[config.mk]
export PLATFORM = sky130hd
export DESIGN_NAME = fixed_width_decimal_formatter_flat
export DESIGN_NICKNAME = d
export VERILOG_FILES = /design/src/hdl/fwdf_pkg.sv /design/src/hdl/fwdf_in_if.sv /design/src/hdl/fwdf_out_if.sv /design/src/hdl/fwdf_front.sv /design/src/hdl/fwdf_queue.sv /design/src/hdl/fwdf_back.sv /design/src/hdl/fixed_width_decimal_formatter.sv /design/src/flat_wrapper.sv
export SDC_FILE = /design/constraint.sdc
export NUM_CORES = 1
export LEC_CHECK = 0
export ABC_AREA = 0
export BUFFER_PORTS_ARGS = -buffer_cell sky130_fd_sc_hd__buf_4
export CAP_MARGIN = 20
export CORE_ASPECT_RATIO = 0.5
export CORE_UTILIZATION = 61
export DETAILED_ROUTE_END_ITERATION = 6
export HOLD_SLACK_MARGIN = 0.08
export PLACE_DENSITY_LB_ADDON = 0.1
export REMOVE_ABC_BUFFERS = 1
export SETUP_SLACK_MARGIN = 0.3
export SLEW_MARGIN = 20
export SYNTH_ARGS = -nofsm -noshare
export SYNTH_HDL_FRONTEND = slang
export SYNTH_HIERARCHICAL = 1
export SYNTH_SLANG_ARGS = --single-unit
[constraint.sdc]
create_clock -name clk -period 14.6 [get_ports clk]
set_clock_uncertainty 0.1 [all_clocks]
set_input_delay 2.92 -clock clk [delete_from_list [all_inputs] [get_ports clk]]
set_output_delay 2.92 -clock clk [all_outputs]
set_load 0.005 [all_outputs]
[src/hdl/fwdf_pkg.sv]
// shared types, character codes and tables of the fixed-width decimal formatter
package fwdf_pkg;

  // width of a field length, enough for the largest allowed maximum width
  localparam int LEN_W = 6;
  // entries of the queue between front and back
  localparam int QDEPTH = 2;
  localparam int QPTR_W = $clog2(QDEPTH);

  localparam logic [5:0] CH_SPACE = 6'd32;
  localparam logic [5:0] CH_PLUS  = 6'd43;
  localparam logic [5:0] CH_MINUS = 6'd45;
  localparam logic [5:0] CH_POINT = 6'd46;
  localparam logic [5:0] CH_ZERO  = 6'd48;

  // one classified number, ready for the character emitter
  typedef struct packed {
    logic [14:0]         mag;
    logic [2:0]          exp;
    logic                frac_on;
    logic [LEN_W-1:0]    len;
    logic signed [LEN_W:0] sign_pos;
    logic signed [LEN_W:0] point_pos;
    logic [5:0]          sign_char;
    logic [5:0]          pad_char;
  } job_t;

  // power of ten for a digit exponent
  function automatic logic [13:0] pow10(input logic [2:0] e);
    logic [13:0] p;
    unique case (e)
      3'd0:    p = 14'd1;
      3'd1:    p = 14'd10;
      3'd2:    p = 14'd100;
      3'd3:    p = 14'd1000;
      3'd4:    p = 14'd10000;
      default: p = 14'd1;
    endcase
    return p;
  endfunction

endpackage

[src/hdl/fwdf_in_if.sv]
// input channel: number and layout request
interface fwdf_in_if;
  logic               valid;
  logic               ready;
  logic signed [15:0] value;
  logic [4:0]         field_width;
  logic [2:0]         frac_digits;
  logic               zero_pad;
  logic               show_plus;

  modport source (output valid, value, field_width, frac_digits, zero_pad, show_plus,
                  input ready);
  modport sink (input valid, value, field_width, frac_digits, zero_pad, show_plus,
                output ready);
endinterface

[src/hdl/fwdf_out_if.sv]
// output channel: one character of the formatted field
interface fwdf_out_if;
  logic       valid;
  logic       ready;
  logic [5:0] char_code;
  logic [3:0] position;
  logic       last;

  modport source (output valid, char_code, position, last, input ready);
  modport sink (input valid, char_code, position, last, output ready);
endinterface

[src/hdl/fwdf_front.sv]
// front part: takes a number and works out its field layout
module fwdf_front
  import fwdf_pkg::*;
#(
  parameter int MAX_WIDTH = 16
) (
  fwdf_in_if.sink    in_item,
  output job_t       job,
  output logic       job_valid,
  input  logic       job_ready
);

  logic        neg;
  logic [15:0] abs16;
  logic [14:0] mag;
  logic        frac_on;
  logic [2:0]  ndig;
  logic [2:0]  k;
  logic [LEN_W-1:0] width;
  logic [LEN_W-1:0] len;

  assign job_valid     = in_item.valid;
  assign in_item.ready = job_ready;

  always_comb begin
    neg     = in_item.value[15];
    abs16   = neg ? (16'd0 - in_item.value) : in_item.value;
    // most negative input saturates
    mag     = abs16[15] ? 15'h7fff : abs16[14:0];
    frac_on = in_item.frac_digits != 3'd0;

    priority if (mag > 15'd9999) begin
      ndig = 3'd5;
    end else if (mag > 15'd999) begin
      ndig = 3'd4;
    end else if (mag > 15'd99) begin
      ndig = 3'd3;
    end else if (mag > 15'd9) begin
      ndig = 3'd2;
    end else begin
      ndig = frac_on ? 3'd2 : 3'd1;
    end
    k = ndig + {2'b00, frac_on};

    width = ({1'b0, in_item.field_width} > LEN_W'(MAX_WIDTH)) ?
            LEN_W'(MAX_WIDTH) : LEN_W'(in_item.field_width);
    len   = (width > LEN_W'(k)) ? width : LEN_W'(k);

    job.mag       = mag;
    job.exp       = ndig - 3'd1;
    job.frac_on   = frac_on;
    job.len       = len;
    job.sign_pos  = (LEN_W+1)'(len) - (LEN_W+1)'(k) - (LEN_W+1)'(1);
    job.point_pos = (LEN_W+1)'(len) - (LEN_W+1)'(in_item.frac_digits) - (LEN_W+1)'(1);
    job.pad_char  = in_item.zero_pad ? CH_ZERO : CH_SPACE;
    priority if (neg) begin
      job.sign_char = CH_MINUS;
    end else if (in_item.show_plus) begin
      job.sign_char = CH_PLUS;
    end else begin
      job.sign_char = in_item.zero_pad ? CH_ZERO : CH_SPACE;
    end
  end

endmodule

[src/hdl/fwdf_queue.sv]
// short queue of classified numbers between front and back
module fwdf_queue
  import fwdf_pkg::*;
(
  input  logic clk,
  input  logic rst,
  input  logic push,
  input  job_t push_data,
  output logic full,
  input  logic pop,
  output job_t pop_data,
  output logic empty
);

  job_t              store [QDEPTH];
  logic [QPTR_W-1:0] wptr;
  logic [QPTR_W-1:0] rptr;
  logic [QPTR_W:0]   count;
  logic              do_push;
  logic              do_pop;

  assign full     = count == (QPTR_W+1)'(QDEPTH);
  assign empty    = count == '0;
  assign do_push  = push && !full;
  assign do_pop   = pop && !empty;
  assign pop_data = store[rptr];

  always_ff @(posedge clk) begin
    if (rst) begin
      wptr  <= '0;
      rptr  <= '0;
      count <= '0;
    end else begin
      if (do_push) begin
        wptr <= (wptr == QPTR_W'(QDEPTH - 1)) ? '0 : wptr + QPTR_W'(1);
      end
      if (do_pop) begin
        rptr <= (rptr == QPTR_W'(QDEPTH - 1)) ? '0 : rptr + QPTR_W'(1);
      end
      unique case ({do_push, do_pop})
        2'b10:   count <= count + (QPTR_W+1)'(1);
        2'b01:   count <= count - (QPTR_W+1)'(1);
        default: count <= count;
      endcase
    end
  end

  always_ff @(posedge clk) begin
    if (do_push) begin
      store[wptr] <= push_data;
    end
  end

endmodule

[src/hdl/fwdf_back.sv]
// back part: walks the field and emits one character per cycle while out_char is not stalled
module fwdf_back
  import fwdf_pkg::*;
(
  input  logic        clk,
  input  logic        rst,
  input  job_t        q_data,
  input  logic        q_empty,
  output logic        q_pop,
  fwdf_out_if.source  out_char
);

  logic             busy;
  job_t             job;
  logic [LEN_W-1:0] idx;
  logic [14:0]      mag;
  logic [2:0]       exp;
  logic             spent;

  logic             out_valid;
  logic [5:0]       out_code;
  logic [3:0]       out_pos;
  logic             out_last;

  logic             advance;
  logic             fire;
  logic             at_end;
  logic signed [LEN_W:0] sidx;
  logic [5:0]       ch;
  logic             take_digit;
  logic [16:0]      pw;
  logic [16:0]      rem;
  logic [3:0]       q;

  assign out_char.valid     = out_valid;
  assign out_char.char_code = out_code;
  assign out_char.position  = out_pos;
  assign out_char.last      = out_last;

  assign advance = !out_valid || out_char.ready;
  assign fire    = busy && advance;
  assign q_pop   = !busy && !q_empty;
  assign at_end  = idx == (job.len - LEN_W'(1));
  assign sidx    = $signed({1'b0, idx});

  // one decimal digit: quotient by the current power of ten, binary long division
  always_comb begin
    pw  = 17'(pow10(exp));
    rem = 17'(mag);
    q   = '0;
    for (int b = 3; b >= 0; b--) begin
      if (rem >= (pw << b)) begin
        rem  = rem - (pw << b);
        q[b] = 1'b1;
      end
    end
  end

  always_comb begin
    take_digit = 1'b0;
    priority if (sidx < $signed(job.sign_pos)) begin
      ch = job.pad_char;
    end else if (sidx == $signed(job.sign_pos)) begin
      ch = job.sign_char;
    end else if (job.frac_on && sidx == $signed(job.point_pos)) begin
      ch = CH_POINT;
    end else if (!spent) begin
      ch         = CH_ZERO + {2'b00, q};
      take_digit = 1'b1;
    end else begin
      ch = CH_ZERO;
    end
  end

  always_ff @(posedge clk) begin
    if (rst) begin
      busy      <= 1'b0;
      out_valid <= 1'b0;
    end else begin
      if (q_pop) begin
        busy <= 1'b1;
      end else if (fire && at_end) begin
        busy <= 1'b0;
      end
      if (advance) begin
        out_valid <= fire;
      end
    end
  end

  always_ff @(posedge clk) begin
    if (q_pop) begin
      job   <= q_data;
      idx   <= '0;
      mag   <= q_data.mag;
      exp   <= q_data.exp;
      spent <= 1'b0;
    end else if (fire) begin
      idx <= idx + LEN_W'(1);
      if (take_digit) begin
        mag <= rem[14:0];
        if (exp == 3'd0) begin
          spent <= 1'b1;
        end else begin
          exp <= exp - 3'd1;
        end
      end
    end
    if (fire) begin
      out_code <= ch;
      out_pos  <= idx[3:0];
      out_last <= at_end;
    end
  end

endmodule

[src/hdl/fixed_width_decimal_formatter.sv]
// top level of the fixed-width decimal formatter
//
// in_item takes one signed 16-bit number with its layout request (field
// width, fractional digits, zero padding, plus sign). out_item gives the
// characters of the right-aligned field, left to right, one transaction per
// character, with last set on the final one and position counting from 0.
// the field is max(field_width, digits plus point), field_width capped at
// MAX_WIDTH, so a number gives between 1 and MAX_WIDTH characters.
// the front classifies a number in the cycle it is taken and writes it to a
// two-entry queue; in_item.ready is low only while that queue is full.
// the back loads a queued number, then emits one character per cycle while
// out_item is not stalled; it takes the next number only after the last
// character of the current one. the first character reaches out_item through
// the queue, the back's job register and its output register.
// each digit comes from a four-step long division by the current power of
// ten in the back, one digit per emitted digit character.
// when out_item is stalled the character waits in the output register and
// the back holds; the front keeps taking numbers until the queue fills.
// reset (rst, synchronous) empties the queue and drops any character in
// flight; nothing needs clearing before the first transaction.
module fixed_width_decimal_formatter
  import fwdf_pkg::*;
#(
  parameter int MAX_WIDTH = 16
) (
  input  logic      clk,
  input  logic      rst,
  fwdf_in_if.sink   in_item,
  fwdf_out_if.source out_item
);

  // classified number from the front
  job_t front_job;
  logic front_valid;
  logic q_full;

  // head of the queue for the back
  job_t q_head;
  logic q_empty;
  logic q_pop;

  fwdf_front #(
    .MAX_WIDTH (MAX_WIDTH)
  ) u_front (
    .in_item   (in_item),
    .job       (front_job),
    .job_valid (front_valid),
    .job_ready (!q_full)
  );

  // decouples classification from character emission
  fwdf_queue u_queue (
    .clk       (clk),
    .rst       (rst),
    .push      (front_valid),
    .push_data (front_job),
    .full      (q_full),
    .pop       (q_pop),
    .pop_data  (q_head),
    .empty     (q_empty)
  );

  // character emitter with its registered output
  fwdf_back u_back (
    .clk      (clk),
    .rst      (rst),
    .q_data   (q_head),
    .q_empty  (q_empty),
    .q_pop    (q_pop),
    .out_char (out_item)
  );

endmodule
[src/flat_wrapper.sv]
// flat-port wrapper written by rule: the top's interface ports become plain ports
module fixed_width_decimal_formatter_flat import fwdf_pkg::*;
#(
  parameter int MAX_WIDTH = 16
)
  (clk, rst, in_item_valid, in_item_value, in_item_field_width, in_item_frac_digits, in_item_zero_pad, in_item_show_plus, in_item_ready, out_item_valid, out_item_char_code, out_item_position, out_item_last, out_item_ready);
  fwdf_in_if in_item_i ();
  fwdf_out_if out_item_i ();
  input  logic clk;
  input  logic rst;
  input wire logic [$bits(in_item_i.valid)-1:0] in_item_valid;
  input wire logic [$bits(in_item_i.value)-1:0] in_item_value;
  input wire logic [$bits(in_item_i.field_width)-1:0] in_item_field_width;
  input wire logic [$bits(in_item_i.frac_digits)-1:0] in_item_frac_digits;
  input wire logic [$bits(in_item_i.zero_pad)-1:0] in_item_zero_pad;
  input wire logic [$bits(in_item_i.show_plus)-1:0] in_item_show_plus;
  output wire logic [$bits(in_item_i.ready)-1:0] in_item_ready;
  output wire logic [$bits(out_item_i.valid)-1:0] out_item_valid;
  output wire logic [$bits(out_item_i.char_code)-1:0] out_item_char_code;
  output wire logic [$bits(out_item_i.position)-1:0] out_item_position;
  output wire logic [$bits(out_item_i.last)-1:0] out_item_last;
  input wire logic [$bits(out_item_i.ready)-1:0] out_item_ready;
  assign in_item_i.valid = in_item_valid;
  assign in_item_i.value = in_item_value;
  assign in_item_i.field_width = in_item_field_width;
  assign in_item_i.frac_digits = in_item_frac_digits;
  assign in_item_i.zero_pad = in_item_zero_pad;
  assign in_item_i.show_plus = in_item_show_plus;
  assign in_item_ready = in_item_i.ready;
  assign out_item_valid = out_item_i.valid;
  assign out_item_char_code = out_item_i.char_code;
  assign out_item_position = out_item_i.position;
  assign out_item_last = out_item_i.last;
  assign out_item_i.ready = out_item_ready;
  fixed_width_decimal_formatter #(.MAX_WIDTH(MAX_WIDTH)) u_core (.clk(clk), .rst(rst), .in_item(in_item_i), .out_item(out_item_i));
endmodule
---- Word-level counts from Yosys, hierarchy flattened ----
Memories as Yosys holds them, arrays and structs flattened. A register that Yosys moved wholly into a read port is not among the register bits.
Cells that the tools add are included.
storage, ports and cells
  register bits after elaboration ......... 75
  RAM bits ................................ 96
  input bits .............................. 30
  output and inout port bits .............. 13
  memories kept ........................... 1
cells by class
  add/subtract/negate cells ............... 19
  $lt $le $gt $ge ......................... 11
  equality and inequality tests ........... 11
  muxes and demuxes ....................... 45
  reduce and logical (&&, ||, !) cells .... 21
memory list
  memory                words  width  read ports  clocked after Yosys merged registers in  wr ports  RTL line          RTL
  u_core.u_queue.store  2      48     1           1                                        1         fwdf_queue.sv:15  job_t store [QDEPTH];
operator list
  operator                                                                number
  15-bit two-way mux                                                      5
  14-bit one-hot mux with 4 select lines                                  1
  17-bit two-way mux                                                      3
  5-bit two-way mux                                                       5
  6-bit two-way mux                                                       4
  3-bit two-way mux                                                       6
  15-bit by 17-bit >= comparator with 1-bit output                        1
  17-bit by 14-bit >= comparator with 1-bit output                        1
  17-bit by 15-bit >= comparator with 1-bit output                        1
  17-bit by 16-bit >= comparator with 1-bit output                        1
  15-bit by 17-bit subtractor with 17-bit output                          1
  17-bit by 15-bit subtractor with 17-bit output                          1
  17-bit by 16-bit subtractor with 17-bit output                          1
  1-bit two-way mux                                                       16
  16-bit two-way mux                                                      1
  1-bit by 16-bit subtractor with 16-bit output, first input constant     1
  15-bit by 10-bit > comparator with 1-bit output, second input constant  1
  15-bit by 14-bit > comparator with 1-bit output, second input constant  1
  15-bit by 4-bit > comparator with 1-bit output, second input constant   1
  15-bit by 7-bit > comparator with 1-bit output, second input constant   1
  15-bit by 14-bit subtractor with 15-bit output                          1
  7-bit equality test                                                     2
  6-bit by 2-bit subtractor with 7-bit output, second input constant      2
  5-bit by 3-bit subtractor with 6-bit output                             2
  29 further kinds                                                        47

---- Longest topological paths before layout ----
  depth in word-level cells ............... 15
  depth in mapped cells ................... 58
  depth with buffers taken out ............ 51

---- Cells and area by module ----
Netlist, hierarchy kept.
modules (own cells, without submodules)
  module                         instances  cells each  area an instance (um^2)  seq. area each (um^2)
  fwdf_back                      1          679         6216.0                   2042.0
  fwdf_queue                     1          185         3890.0                   3163.0
  fwdf_front                     1          231         1637.8                   0.0
  fixed_width_decimal_formatter  1          1           3.8                      0.0

---- Worst setup path before layout ----
OpenSTA, ideal clock, no wires.
  path type ............................... register -> register
  from .................................... reg u_core.u_back.exp[0]
  to ...................................... reg u_core.u_back.mag[10], data pin
  setup time .............................. 270 ps
  arrival time ............................ 11508 ps
  path slack .............................. 2722 ps
  cell stages (with the launch flop) ...... 56
  clock period less this slack ............ 11878 ps
  cell sequence ........................... edfxtp_1 > inv_1 > ha_1 > nand2_1 > and2_1 > and3_1 > ha_1 > inv_1 > fa_1 > a21o_1 > a221o_1 > a22oi_1 > nand2_1 > buf_2 > clkbuf_1 > o21ai_0 > inv_1 > ha_1 > [... 20 more ...] > clkbuf_1 > a21oi_1 > ha_1 > nor2b_1 > o21ai_0 > a21boi_0 > o21a_1 > o21ai_0 > a21o_1 > a31oi_1 > a211oi_1 > nand4_1 > o311a_1 > nor4b_4 > buf_6 > buf_8 > mux2i_1 > a21oi_1
on the way
  cells in the longest elaborated chain, start to end .. 13
  elaborated cells between the ends (all ways) .. 20
  those cells by class .................... add/sub: 4; order compare: 4; eq/ne: 4; mux: 8
RTL lines
  item                                                                                                                RTL line                          RTL
  start, declared                                                                                                     fwdf_back.sv:17                   logic [2:0] exp;
  start signal, assigned                                                                                              fwdf_back.sv:96                   exp <= q_data.exp;
  start signal, assigned                                                                                              fwdf_back.sv:105                  exp <= exp - 3'd1;
  3-bit equality test, or another cell as far along                                                                   fwdf_pkg.sv:31                    unique case (e)
  14-bit one-hot mux with 4 select lines *                                                                            fwdf_pkg.sv:31
  15-bit by 17-bit subtractor with 17-bit output or 15-bit by 17-bit >= comparator with 1-bit output (tied branches)  fwdf_back.sv:53, fwdf_back.sv:52
  17-bit two-way mux                                                                                                  fwdf_back.sv:52                   if (rem >= (pw << b)) begin
  17-bit by 16-bit subtractor with 17-bit output or 17-bit by 16-bit >= comparator with 1-bit output (tied branches)  fwdf_back.sv:53, fwdf_back.sv:52
  17-bit two-way mux                                                                                                  fwdf_back.sv:52
  17-bit by 15-bit subtractor with 17-bit output or 17-bit by 15-bit >= comparator with 1-bit output (tied branches)  fwdf_back.sv:53, fwdf_back.sv:52
  17-bit two-way mux                                                                                                  fwdf_back.sv:52
  15-bit by 14-bit subtractor with 15-bit output or 17-bit by 14-bit >= comparator with 1-bit output (tied branches)  fwdf_back.sv:53, fwdf_back.sv:52
  15-bit two-way mux *                                                                                                fwdf_back.sv:52
  15-bit two-way mux *                                                                                                fwdf_back.sv:100                  if (take_digit) begin
  15-bit two-way mux *                                                                                                fwdf_back.sv:98                   end else if (fire) begin
  15-bit two-way mux *                                                                                                fwdf_back.sv:92                   if (q_pop) begin
  end signal, assigned                                                                                                fwdf_back.sv:95                   mag <= q_data.mag;
  end signal, assigned                                                                                                fwdf_back.sv:101                  mag <= rem[14:0];
  end, declared                                                                                                       fwdf_back.sv:16                   logic [14:0] mag;
Mark *: on every way between the ends. The rest lies on a longest branch, timed or not. The select of a mux whose other input is x is not followed.
A chain may end at the register's enable or synchronous reset.

---- Final worst setup path ----
  from .................................... reg u_core.u_back.exp[0]
  to ...................................... reg u_core.u_back.mag[9], data pin
The elaborated chain is that of the path after synthesis.

==> metrics <==
post-CTS setup-driven buffer insertion count 0; end point of the worst hold path u_core/u_queue/wptr; number of H-tree levels 4; fraction of the mapped netlist area in simple logic gates 0.138; synthesized-area fraction occupied by ao, oa, aoi and oai cells 0.147; largest cells by area after synthesis sky130_fd_sc_hd__edfxtp_1 (42%), sky130_fd_sc_hd__ha_1 (8.1%), sky130_fd_sc_hd__mux2_2 (5.8%); TritonCTS clock tree built; biggest area consumer among synthesized cells sky130_fd_sc_hd__edfxtp_1; diode insertion count for antenna repair 0; sequential cell area 5210 µm²; Worst-Margin Slew 0.875 ns; Port-buffer cells 42; crit path kind reg2reg; clock buffer count from CTS 17; post-route ant nets 0; number of max-slew violations in the final report 0; via-per-instance ratio 6.11; mux cell area share after synthesis 0.0772; Ports 43; Final setup violation count 0; nets 1236; wire length of the first global-routing pass between 40 and 50 mm; dpl hpwl 19.6 mm; horizontal die dimension 198 µm; pin count of the biggest net entering global routing 54; final critical delay including setup and external delays 13.13 ns; sink count of the clock tree around 180; buffer levels on the longest clock path 2; startpoint of the worst register-to-register path u_core/u_back/exp[0]; number of flops mapped to enable cells by yosys around 160; first drt pass iteration count 5; number of remaining DRC errors 0; Mapped Avg Cell Area 10.7 µm²; path depth of the worst reg2reg path 51; proportion of synthesized chip area in sequential cells 0.443; class of the worst hold path reg2reg; count of hold buffers inserted by post-cts repair 0; number of unique standard cell types used by synthesis 88; clk_lat worst skew 0.43 ns; Setup TNS Final 0 ns; total routed wirelength between 20 and 30 mm; total track usage 0.282; worst relative slew slack 0.412; dominant synthesized flop cell sky130_fd_sc_hd__edfxtp_1; overflow left after global routing 0; synth cell count leaders sky130_fd_sc_hd__edfxtp_1 (164), sky130_fd_sc_hd__ha_1 (76), sky130_fd_sc_hd__a21oi_1 (74); final design instance area without fill 12800 µm²; initial antenna violation count 0; maximum frequency from static timing analysis roughly 76 MHz; largest delay contributor family on the critical path compound AO/OA/AOI/OAI gates; final cycle utilization of the critical path 0.899; clock tree root buffer cell sky130_fd_sc_hd__clkbuf_16; arrival time of the worst setup path 13.18 ns; CTS clk-pin slew, worst paths roughly 0.07 ns; DRC violation total after the first TritonRoute iteration 581; average wire per cell in the routed design 19.3 µm; final hold viol count 0; placed cell area 12200 µm²; Synth Warn # 6; Synth Area in Adders 0.0912; proportion of layout cells with a drive suffix above 1 0.158; effective utilization at floorplan 0.631; routed via count about 8500; minimum hold slack 0.404 ns; type of element capturing the critical path flop; post-synthesis to final-layout area growth 9.10%; Row Count 35; cell repeated most along the worst path sky130_fd_sc_hd__o21ai_0; area of combinational cells with multiple inputs 6040 µm²; maximum fanout along the worst path 21; result of the run finished clean; terminus of the critical flop-to-flop path u_core/u_back/mag[9]; Maximum Capacitance Violations 0; slowest cell on the critical path sky130_fd_sc_hd__o21ai_0; Syn Std Cell Area approximately 12000 µm²; vias in the first global route 8342; launch instance of the worst min-delay path u_core/u_queue/wptr; post-CTS resize count 0; FF+latch count, synth 178; core area 18600 µm²; setup repair after global routing missed its margin no; dominant combinational cell family by area after synthesis compound AO/OA/AOI/OAI gates; FF-to-FF setup slack 1.47 ns; global placement routability congestion 0.957; Synth Instances around 1100; Filler Cells Inserted 1453; share of the synthesized area in the top cell type 0.419; Die Area 19900 µm²; share of the synthesized netlist area taken by xor and xnor gates 0.0588; critical path data required time 14.65 ns; largest incremental delay on the critical path 0.62 ns; share of async-settable or async-resettable flops after synthesis 0; launching element type of the critical path flop; number of stages on the worst hold path 2; Buf/Inv on CP 6; height of the die 100 µm; most common cell in the synthesized netlist sky130_fd_sc_hd__edfxtp_1
==> sequential cells by signal, summed over array words and instances (netlist names), named ones only <==
signal and flops:
u_core/u_back/busy 1, u_core/u_back/mag 15, u_core/u_back/out_char.position 4, u_core/u_queue/wptr 1, u_core/u_back/out_char.last 1, u_core/u_back/job 33
u_core/u_back/spent 1, u_core/u_queue/rptr 1, u_core/u_back/out_char.valid 1, u_core/u_back/idx 6, u_core/u_queue/count 2, u_core/u_back/exp 3
u_core/u_back/out_char.char_code 6, u_core/u_queue/store 102
==> layout by cell type (no fill, tap or decap), types with 7 or more instances in the layout <==
cell and instances:
sky130_fd_sc_hd__nor2b_1 19, sky130_fd_sc_hd__or2_2 8, sky130_fd_sc_hd__nand2b_1 19, sky130_fd_sc_hd__xnor2_1 44
sky130_fd_sc_hd__and2_1 9, sky130_fd_sc_hd__inv_1 61, sky130_fd_sc_hd__buf_4 50, sky130_fd_sc_hd__edfxtp_1 164
sky130_fd_sc_hd__nand2_1 64, sky130_fd_sc_hd__a21oi_1 74, sky130_fd_sc_hd__mux2i_1 22, sky130_fd_sc_hd__a211oi_1 7
sky130_fd_sc_hd__o21ai_1 7, sky130_fd_sc_hd__dfxtp_1 13, sky130_fd_sc_hd__conb_1 7, sky130_fd_sc_hd__ha_1 76
sky130_fd_sc_hd__nand4_1 19, sky130_fd_sc_hd__a31oi_1 9, sky130_fd_sc_hd__nand3_1 21, sky130_fd_sc_hd__o21ai_0 49
sky130_fd_sc_hd__nor3_1 18, sky130_fd_sc_hd__o211ai_1 11, sky130_fd_sc_hd__xor2_1 33, sky130_fd_sc_hd__and3_1 10
sky130_fd_sc_hd__o21a_1 11, sky130_fd_sc_hd__or3_1 14, sky130_fd_sc_hd__mux2_2 60, sky130_fd_sc_hd__clkbuf_16 17
sky130_fd_sc_hd__nor2_1 68, sky130_fd_sc_hd__clkinv_8 7, sky130_fd_sc_hd__a21o_1 21
==> worst reg2reg max path: cells and delay by family (launching register included) <==
family	cells	cell delay, ns
AOI/OAI and AO/OA	26	6.40
and+or+nand+nor	12	2.81
adders and majority gates	6	1.84
buffers and inverters	6	1.06
DFF	1	0.44
muxes	1	0.24
==> cell families (layout without fill, tap and decap cells) <==
logic type      count (synthesis)  in the layout
mux                            83             83
xor+xnor                       78             78
simple gates                  304            304
buf+inv                       110            146
fa+ha+maj                      82             82
other cells                     2              7
compound gates                259            259
flops                         178            178
==> how the worst max path moves through the flow <==
stage | from | endpoint | slack, ns | cells after the start
2_1_floorplan | u_core/u_back/exp[0] | u_core/u_back/mag[1] | 2.53 | 48
3_3_place_gp | u_core/u_back/exp[0] | u_core/u_back/mag[3] | 2.26 | 51
3_5_place_dp | u_core/u_back/exp[0] | u_core/u_back/mag[9] | 1.68 | 51
4_1_cts | u_core/u_back/exp[0] | u_core/u_back/mag[9] | 1.63 | 51
5_1_grt | u_core/u_back/exp[0] | u_core/u_back/mag[9] | 0.30 | 51
6_report | u_core/u_back/exp[0] | u_core/u_back/mag[9] | 1.47 | 51
==> layout make-up <==
class                      count  area share
multi-input combinational    813       0.471
clock buffer                  17      0.0332
clock inverter                15      0.0158
inverter                      64      0.0187
tap                          259      0.0253
timing repair buffer          50      0.0293
sequential                   178       0.406
==> metal layers <==
layer / track usage / vias to the layer above / wire length [µm]
met5: 0 / - / 0
met4: 0.0942 / 0 / 558
met3: 0.0380 / 43 / 1030
met2: 0.485 / 212 / 13000
met1: 0.371 / 4160 / 12300
li1: - / 4117 / -
==> per-stage QoR <==
stage | worst slack (ns) | instances | utilization
after floorplan | 2.53 | 1055 | -
after CTS | 1.63 | 1396 | 0.689
after detailed placement | 1.68 | 1364 | 0.655
after global routing | 0.301 | 1396 | 0.689
after global placement | 2.26 | 1364 | 0.655
final | 1.47 | 1396 | 0.689
Power is not shown: default switching activity piles up to over one toggle a cycle in this logic, so the estimate is an artifact.
